<file path="config.mk">
export PLATFORM = sky130hd
export DESIGN_NAME = markdown_block_line_classifier
export DESIGN_NICKNAME = d
export VERILOG_FILES = /design/src/hw/rtl/mdlc_pkg.sv /design/src/hw/rtl/mdlc_in_stage.sv /design/src/hw/rtl/mdlc_scanner.sv /design/src/hw/rtl/markdown_block_line_classifier.sv
export SDC_FILE = /design/constraint.sdc
export NUM_CORES = 1
export LEC_CHECK = 0
export BUFFER_PORTS_ARGS = -buffer_cell sky130_fd_sc_hd__buf_2
export CORE_UTILIZATION = 50
export CTS_CLUSTER_DIAMETER = 200
export DETAILED_ROUTE_END_ITERATION = 8
export GPL_TIMING_DRIVEN = 0
export PLACE_DENSITY = 0.72
export SKIP_LAST_GASP = 1
export SYNTH_ARGS = -nofsm -noshare
export SYNTH_HDL_FRONTEND = slang
export SYNTH_HIERARCHICAL = 1
export SYNTH_SLANG_ARGS = --single-unit
</file>
<file path="constraint.sdc">
create_clock -name clock -period 15.3 [get_ports clock]
set_clock_uncertainty 0.05 [all_clocks]
set_input_delay 1.53 -clock clock [delete_from_list [all_inputs] [get_ports clock]]
set_output_delay 1.53 -clock clock [all_outputs]
set_load 0.03 [all_outputs]
</file>
<file path="src/hw/rtl/mdlc_pkg.sv">
// Shared types, constants and character helpers for the Markdown line classifier.
// Depends on nothing; every other file in hw/rtl imports it.
`timescale 1ns / 1ps

package mdlc_pkg;

   localparam int RUN_W  = 8;
   localparam int LINE_W = 16;

   localparam logic [RUN_W-1:0]  RUN_MAX  = 8'd255;
   localparam logic [LINE_W-1:0] LINE_MAX = 16'd65535;

   localparam logic [RUN_W-1:0] FENCE_MIN = 8'd3;
   localparam logic [RUN_W-1:0] HEAD_MAX  = 8'd6;
   localparam logic [1:0]       LEAD_MAX  = 2'd3;
   localparam logic [1:0]       BREAK_MIN = 2'd3;

   localparam logic [7:0] CH_BACKTICK   = 8'h60;
   localparam logic [7:0] CH_TILDE      = 8'h7E;
   localparam logic [7:0] CH_HASH       = 8'h23;
   localparam logic [7:0] CH_DASH       = 8'h2D;
   localparam logic [7:0] CH_STAR       = 8'h2A;
   localparam logic [7:0] CH_UNDERSCORE = 8'h5F;
   localparam logic [7:0] CH_SPACE      = 8'h20;
   localparam logic [7:0] CH_TAB        = 8'h09;
   localparam logic [7:0] CH_LF         = 8'h0A;
   localparam logic [7:0] CH_CR         = 8'h0D;

   localparam logic [2:0] CLS_PLAIN   = 3'd0;
   localparam logic [2:0] CLS_OPEN    = 3'd1;
   localparam logic [2:0] CLS_BODY    = 3'd2;
   localparam logic [2:0] CLS_CLOSE   = 3'd3;
   localparam logic [2:0] CLS_BREAK   = 3'd4;
   localparam logic [2:0] CLS_HEADING = 3'd5;

   // candidate flag bit positions
   localparam int CAND_OPEN  = 0;
   localparam int CAND_CLOSE = 1;
   localparam int CAND_BREAK = 2;
   localparam int CAND_HEAD  = 3;

   typedef enum logic [2:0] {
      MK_NONE,
      MK_BACKTICK,
      MK_TILDE,
      MK_HASH,
      MK_DASH,
      MK_STAR,
      MK_UNDERSCORE,
      MK_OTHER
   } marker_type;

   typedef enum logic [1:0] {
      PH_LEAD,
      PH_RUN,
      PH_TRAIL
   } phase_type;

   typedef struct packed {
      logic [7:0] text_byte;
      logic       last_byte;
   } req_type;

   typedef struct packed {
      logic [2:0]        line_class;
      logic [2:0]        heading_level;
      logic [LINE_W-1:0] line_length;
      logic [RUN_W-1:0]  fence_run;
   } rsp_type;

   function automatic marker_type marker_code(input logic [7:0] c);
      marker_type m;
      case (c)
         CH_BACKTICK:   m = MK_BACKTICK;
         CH_TILDE:      m = MK_TILDE;
         CH_HASH:       m = MK_HASH;
         CH_DASH:       m = MK_DASH;
         CH_STAR:       m = MK_STAR;
         CH_UNDERSCORE: m = MK_UNDERSCORE;
         default:       m = MK_OTHER;
      endcase
      return m;
   endfunction

   function automatic logic is_ws(input logic [7:0] c);
      return (c == CH_SPACE) || (c == CH_TAB) || (c == CH_LF) || (c == CH_CR);
   endfunction

   function automatic logic is_break_marker(input marker_type m);
      return (m == MK_DASH) || (m == MK_STAR) || (m == MK_UNDERSCORE);
   endfunction

endpackage

</file>
<file path="src/hw/rtl/mdlc_in_stage.sv">
// Input register for text bytes; holds one request until the scanner takes it.
// Depends on mdlc_pkg.
`timescale 1ns / 1ps

module mdlc_in_stage (
   input  logic             clock,
   input  logic             reset,
   input  logic             req_valid,
   output logic             req_stall,
   input  mdlc_pkg::req_type req_data,
   output logic             in_valid,
   output mdlc_pkg::req_type in_data,
   input  logic             in_take
);
   import mdlc_pkg::*;

   logic    valid_ff;
   logic    valid_in;
   req_type data_ff;
   logic    load;

   assign req_stall = valid_ff && !in_take;
   assign load      = req_valid && !req_stall;
   assign valid_in  = load || (valid_ff && !in_take);

   always_ff @(posedge clock) begin
      if (reset) begin
         valid_ff <= 1'b0;
      end else begin
         valid_ff <= valid_in;
      end
   end

   always_ff @(posedge clock) begin
      if (load) begin
         data_ff <= req_data;
      end
   end

   assign in_valid = valid_ff;
   assign in_data  = data_ff;

endmodule

</file>
<file path="src/hw/rtl/mdlc_scanner.sv">
// Per-byte line scan state, fence tracking, line classification and result register.
// Depends on mdlc_pkg.
`timescale 1ns / 1ps

module mdlc_scanner (
   input  logic              clock,
   input  logic              reset,
   input  logic              in_valid,
   input  mdlc_pkg::req_type in_data,
   output logic              in_take,
   output logic              rsp_valid,
   input  logic              rsp_stall,
   output mdlc_pkg::rsp_type rsp_data
);
   import mdlc_pkg::*;

   logic              fence_ff,  fence_in;
   logic              tilde_ff,  tilde_in;
   logic [RUN_W-1:0]  open_ff,   open_in;
   logic [LINE_W-1:0] bytes_ff,  bytes_in;
   logic [1:0]        lead_ff,   lead_in;
   phase_type         phase_ff,  phase_in;
   marker_type        first_ff,  first_in;
   logic [RUN_W-1:0]  run_ff,    run_in;
   logic [1:0]        brk_ff,    brk_in;
   logic [3:0]        cand_ff,   cand_in;
   logic              rsp_valid_ff, rsp_valid_in;
   rsp_type           rsp_data_ff,  rsp_data_in;

   logic [7:0] c;
   marker_type m;
   logic       ws;
   logic       line_end;
   logic       rsp_load;

   assign c        = in_data.text_byte;
   assign m        = marker_code(c);
   assign ws       = is_ws(c);
   assign line_end = (c == CH_LF) || in_data.last_byte;
   assign in_take  = in_valid && (!line_end || !rsp_valid_ff || !rsp_stall);

   always_comb begin
      marker_type fence_mk;
      logic       do_trail;

      fence_in    = fence_ff;
      tilde_in    = tilde_ff;
      open_in     = open_ff;
      bytes_in    = bytes_ff;
      lead_in     = lead_ff;
      phase_in    = phase_ff;
      first_in    = first_ff;
      run_in      = run_ff;
      brk_in      = brk_ff;
      cand_in     = cand_ff;
      rsp_load    = 1'b0;
      rsp_data_in = '0;
      fence_mk    = tilde_ff ? MK_TILDE : MK_BACKTICK;
      do_trail    = 1'b0;

      if (in_take) begin
         if (bytes_ff != LINE_MAX) begin
            bytes_in = bytes_ff + 1'b1;
         end

         case (phase_ff)
            PH_LEAD: begin
               if (c == CH_SPACE && lead_ff != LEAD_MAX) begin
                  lead_in = lead_ff + 2'd1;
               end else begin
                  first_in = m;
                  run_in   = {{(RUN_W-1){1'b0}}, 1'b1};
                  brk_in   = is_break_marker(m) ? 2'd1 : 2'd0;
                  phase_in = PH_RUN;
               end
            end
            PH_RUN: begin
               if (first_ff != MK_OTHER && m == first_ff) begin
                  if (run_ff != RUN_MAX) begin
                     run_in = run_ff + 1'b1;
                  end
                  if (brk_ff != BREAK_MIN) begin
                     brk_in = brk_ff + 2'd1;
                  end
               end else begin
                  if (!ws) begin
                     cand_in[CAND_HEAD] = 1'b0;
                  end
                  phase_in = PH_TRAIL;
                  do_trail = 1'b1;
               end
            end
            PH_TRAIL: begin
               do_trail = 1'b1;
            end
            default: begin
               phase_in = PH_LEAD;
            end
         endcase

         if (do_trail) begin
            if (first_ff == MK_BACKTICK && m == MK_BACKTICK) begin
               cand_in[CAND_OPEN] = 1'b0;
            end
            if (!ws) begin
               cand_in[CAND_CLOSE] = 1'b0;
            end
            if (m == first_ff) begin
               if (brk_ff != BREAK_MIN) begin
                  brk_in = brk_ff + 2'd1;
               end
            end else if (!ws) begin
               cand_in[CAND_BREAK] = 1'b0;
            end
         end

         if (line_end) begin
            rsp_load                = 1'b1;
            rsp_data_in.line_class  = CLS_PLAIN;
            rsp_data_in.line_length = bytes_in;

            if (fence_ff) begin
               if (first_in == fence_mk && run_in >= open_ff && cand_in[CAND_CLOSE]) begin
                  rsp_data_in.line_class = CLS_CLOSE;
                  fence_in               = 1'b0;
               end else begin
                  rsp_data_in.line_class = CLS_BODY;
               end
            end else if ((first_in == MK_BACKTICK || first_in == MK_TILDE) &&
                         run_in >= FENCE_MIN &&
                         (first_in == MK_TILDE || cand_in[CAND_OPEN])) begin
               rsp_data_in.line_class = CLS_OPEN;
               rsp_data_in.fence_run  = run_in;
               fence_in               = 1'b1;
               tilde_in               = (first_in == MK_TILDE);
               open_in                = run_in;
            end else if (is_break_marker(first_in) && cand_in[CAND_BREAK] &&
                         brk_in == BREAK_MIN) begin
               rsp_data_in.line_class = CLS_BREAK;
            end else if (first_in == MK_HASH && run_in <= HEAD_MAX && cand_in[CAND_HEAD]) begin
               rsp_data_in.line_class    = CLS_HEADING;
               rsp_data_in.heading_level = run_in[2:0];
            end

            bytes_in = '0;
            lead_in  = '0;
            phase_in = PH_LEAD;
            first_in = MK_NONE;
            run_in   = '0;
            brk_in   = '0;
            cand_in  = '1;
            if (in_data.last_byte) begin
               fence_in = 1'b0;
               tilde_in = 1'b0;
               open_in  = '0;
            end
         end
      end
   end

   assign rsp_valid_in = rsp_load || (rsp_valid_ff && rsp_stall);

   always_ff @(posedge clock) begin
      if (reset) begin
         fence_ff     <= 1'b0;
         tilde_ff     <= 1'b0;
         open_ff      <= '0;
         bytes_ff     <= '0;
         lead_ff      <= '0;
         phase_ff     <= PH_LEAD;
         first_ff     <= MK_NONE;
         run_ff       <= '0;
         brk_ff       <= '0;
         cand_ff      <= '1;
         rsp_valid_ff <= 1'b0;
      end else begin
         fence_ff     <= fence_in;
         tilde_ff     <= tilde_in;
         open_ff      <= open_in;
         bytes_ff     <= bytes_in;
         lead_ff      <= lead_in;
         phase_ff     <= phase_in;
         first_ff     <= first_in;
         run_ff       <= run_in;
         brk_ff       <= brk_in;
         cand_ff      <= cand_in;
         rsp_valid_ff <= rsp_valid_in;
      end
   end

   always_ff @(posedge clock) begin
      if (rsp_load) begin
         rsp_data_ff <= rsp_data_in;
      end
   end

   assign rsp_valid = rsp_valid_ff;
   assign rsp_data  = rsp_data_ff;

endmodule

</file>
<file path="src/hw/rtl/markdown_block_line_classifier.sv">
// Markdown block line classifier: one text byte per request, one response per line.
// A line's ending byte passes the input register, then the scanner's response register.
// Throughput: one byte per cycle; only a line-ending byte waits while a response is stalled.
// Reset (synchronous, active high) clears fence and line state and empties both registers.
// Depends on mdlc_pkg, mdlc_in_stage, mdlc_scanner.
`timescale 1ns / 1ps

module markdown_block_line_classifier (
   input  logic              clock,
   input  logic              reset,
   input  logic              req_valid,
   output logic              req_stall,
   input  mdlc_pkg::req_type req_data,
   output logic              rsp_valid,
   input  logic              rsp_stall,
   output mdlc_pkg::rsp_type rsp_data
);
   import mdlc_pkg::*;

   logic    in_valid;
   req_type in_data;
   logic    in_take;

   mdlc_in_stage u_in_stage (
      .clock     (clock),
      .reset     (reset),
      .req_valid (req_valid),
      .req_stall (req_stall),
      .req_data  (req_data),
      .in_valid  (in_valid),
      .in_data   (in_data),
      .in_take   (in_take)
   );

   mdlc_scanner u_scanner (
      .clock     (clock),
      .reset     (reset),
      .in_valid  (in_valid),
      .in_data   (in_data),
      .in_take   (in_take),
      .rsp_valid (rsp_valid),
      .rsp_stall (rsp_stall),
      .rsp_data  (rsp_data)
   );

`ifndef ASSERT_OFF
   a_stall_needs_held_req: assert property (@(posedge clock) disable iff (reset)
      req_stall |-> in_valid)
      else $error("request stalled with empty input register");

   a_level_only_on_heading: assert property (@(posedge clock) disable iff (reset)
      rsp_valid |-> ((rsp_data.line_class == CLS_HEADING) == (rsp_data.heading_level != 3'd0)))
      else $error("heading level does not match line class");

   a_run_only_on_open: assert property (@(posedge clock) disable iff (reset)
      (rsp_valid && rsp_data.fence_run != '0) |->
         (rsp_data.line_class == CLS_OPEN && rsp_data.fence_run >= FENCE_MIN))
      else $error("fence run reported outside a fence open line");

   a_empty_after_reset: assert property (@(posedge clock)
      reset |=> !rsp_valid)
      else $error("response valid right after reset");
`endif

endmodule

</file>
==> flow_summary.toml <==
[yosys]
ys_seq_area_frac = 0.4353
ys_types = 64
yosys_warnings = 6
synthCells = 557
synth.top_cell.area_share = 0.2369
synth_area_leaders = "edfxtp_1 (24%), dfxtp_1 (20%), nor2_1 (5.5%)"
synth.avg_cell_area_um2 = 8.875
syn_nets = 589
synth_edf_count = 39
synth-seq-cells = 88
synthArstFlopShare = 0
synth_top_area_cell = "edfxtp_1"
syn-cell-area_um2 = 4943
ys_dominant_reg_cell = "dfxtp_1"

[power_and_ir_drop]
p_leak_nw = 2.038
seqPwrFrac = 0.532
power_density_nw_per_um2 = 86.61
combinationalPowerShare = 0.105
netSwitchingFraction = 0.2605
vdd_drop_max_mv = 0.05485
power.share.clock = 0.363
p_switching_mw = 0.1251
p_int_mw = 0.3550
total_power_mw = 0.4801

[cts]
cts.sinks = 88
cts_hold_buf = 0
numCtsBuffers = 9
cts_resized = 0
cts_tree = "yes"
cts_setup_buffers = 0
htree_levels = 3
root_buffer = "clkbuf_8"
insertion_delay_ns = 0.36
path_clk_slew_ns = 0.09
ctsLongestPathBuffers = 2

[final_layout]
fillerInstances = 854
drive_gt1_frac = 0.1297
area_growth_pct = 12.12
final_util = 0.5887
nets = 644
multi_input_area_um2 = 2570
mostFrequentLayoutCell = "nor2_1"
regArea_um2 = 2152
final_cell_mix = "nor2_1 (73), nand2_1 (56), dfxtp_1 (49), buf_2 (47), edfxtp_1 (39)"
antenna_cells = 0

[global_routing]
grt_usage = 0.2475
grt_pass1_vias = 4110
grt_antenna_before_repair = 0
grt-ovfl-total = 0
grt_pass1_wl_mm = 19.73
grt_max_degree = 40

[route]
drc = 0
viasPerCell = 5.914
drt_wl_total_mm = 12.12
firstDrtPassIters = 5
antenna_left = 0
vias = 4412
drt-wirelength-per-cell_um = 16.25
drt_iter0_markers = 321

[floorplan]
ioPinCount = 45
dieArea_um2 = 10290
initial_core_util = 0.5250
die_h_um = 101.4
rows = 35
die_w_um = 101.4
core_area_um2 = 9415

[sta]
fin_setup_tns_ns = 0
worstMarginPinSlew_ns = 1.114
hold_ws_ns = 0.4280
hold_viol = 0
rsz0062_at_grt = "no"
maxSlewHeadroom = 0.2479
drv_slew = 0
finalSetupViolations = 0
finalCritPeriodShare = 0.3561
min_period_ns = 5.449
max_freq_mhz = 183.5

[setup_path]
worstReg2RegStart = "u_in_stage/in_data[2]"
critPathMaxFanout = 10
end_kind = "flop"
r2r_slack_ns = 9.85
critical_path_class = "flop to flop"
worstRegToRegCells = 23
arrival_ns = 5.66
crit_start = "u_in_stage/in_data[2]"
cp.required_ns = 15.51
start_kind = "flop"

[min_path]
min_path_type = "flop to flop"
min_from = "u_scanner/cand_ff[2]"
worstHoldPathCells = 2

[place]
dp_hpwl_mm = 8.557
port_buffers = 44
gp_congestion = 0.9052

[job]
cap_violations = 0

[status]
outcome = "finished clean"
## path summary, 6_finish.rpt
path,to
setup / recovery,u_scanner/fence_ff
hold / removal,u_scanner/cand_ff[2]
setup reg to reg,u_scanner/fence_ff
hold reg to reg,u_scanner/cand_ff[2]
## power groups by stage
stage / clock, mW / combinational [mW] / sequential (mW)
floorplan: 0 / 0.0288 / 0.266
global placement: 0 / 0.0485 / 0.261
detailed placement: 0 / 0.0495 / 0.261
CTS: 0.178 / 0.0498 / 0.256
global route: 0.189 / 0.0548 / 0.256
finish: 0.174 / 0.0504 / 0.255
## routing by layer
layer  global-route usage  part of all wire  vias to the layer above
li1                     -                 -                     2136
met1               0.3110              0.43                     2094
met2               0.4165              0.49                      155
met3              0.04417             0.058                       27
met4               0.1115             0.022                        0
met5                    0                 0                        -
## registers in the layout (all words and copies together), names as in the netlist
register	count
u_scanner/brk_ff	2
u_scanner/cand_ff	4
u_in_stage/in_valid	1
u_scanner/phase_ff	2
u_in_stage/in_data	9
u_scanner/fence_ff	1
u_scanner/bytes_ff	16
u_scanner/rsp_data	30
u_scanner/run_ff	8
u_scanner/tilde_ff	1
u_scanner/first_ff	3
u_scanner/open_ff	8
u_scanner/rsp_valid	1
u_scanner/lead_ff	2
## final cells by class
| cell class | count | area share |
|---|---|---|
| repair buffers | 44 | 0.03973 |
| flip-flops and latches | 88 | 0.3883 |
| inverters | 20 | 0.01354 |
| well taps | 129 | 0.02912 |
| clock buffers | 12 | 0.03002 |
| clock inverters | 4 | 0.009255 |
| plain buffers | 29 | 0.02641 |
| multi-input cells | 420 | 0.4637 |
## cell usage after synthesis (3+ instances only)
cell,instances
mux2i_1,10
buf_6,3
or2_2,3
nand3_1,33
clkbuf_1,19
or3_1,6
and2_1,4
dfxtp_1,49
nor4_1,4
and3_1,9
inv_1,18
a31oi_1,7
a22oi_1,12
o211ai_2,3
o211ai_1,6
nor2b_1,7
nor3b_1,3
o21ai_0,25
nor2_1,73
nand4_1,7
a21o_1,8
buf_1,3
nor3_1,12
ha_1,19
a21oi_1,36
xor2_1,6
xnor2_1,9
nand2b_1,3
edfxtp_1,39
nand2_1,56
nand3b_1,14
and4_1,5
o21ai_1,3
buf_2,3
## cells by family after synthesis
family          share of synthesized area
simple gates                       0.2554
compound gates                     0.1650
flops                              0.4353
buf+inv                           0.04480
fa+ha+maj                         0.04809
xor+xnor                          0.02658
mux                               0.02480
## per-stage QoR
stage / instances / instance area, um2 / worst slack [ns]
after floorplan: 557 / 4943 / 10.46
after global placement: 730 / 5325 / 9.941
after detailed placement: 730 / 5325 / 9.927
after CTS: 746 / 5543 / 9.865
after global routing: 746 / 5543 / 9.435
final: 746 / 5543 / 9.851
## worst max-delay path, cell delays in order (launching register included)
cell	delay [ns]
edfxtp_1	0.37
clkbuf_1	0.34
nand3b_1	0.14
a2111oi_2	0.62
xor2_1	0.11
or3_1	0.31
buf_2	0.15
a211o_1	0.30
buf_6	0.15
nor2_1	0.11
mux2i_1	0.43
inv_1	0.18
ha_1	0.30
nand2b_1	0.15
a21o_1	0.18
a21o_1	0.17
a21o_1	0.16
a21o_1	0.16
a21o_1	0.17
a21o_1	0.17
a21oi_1	0.14
nor4_1	0.10
o41a_1	0.32
o31ai_1	0.07
Note: power is estimated with default switching activity, not from simulation.
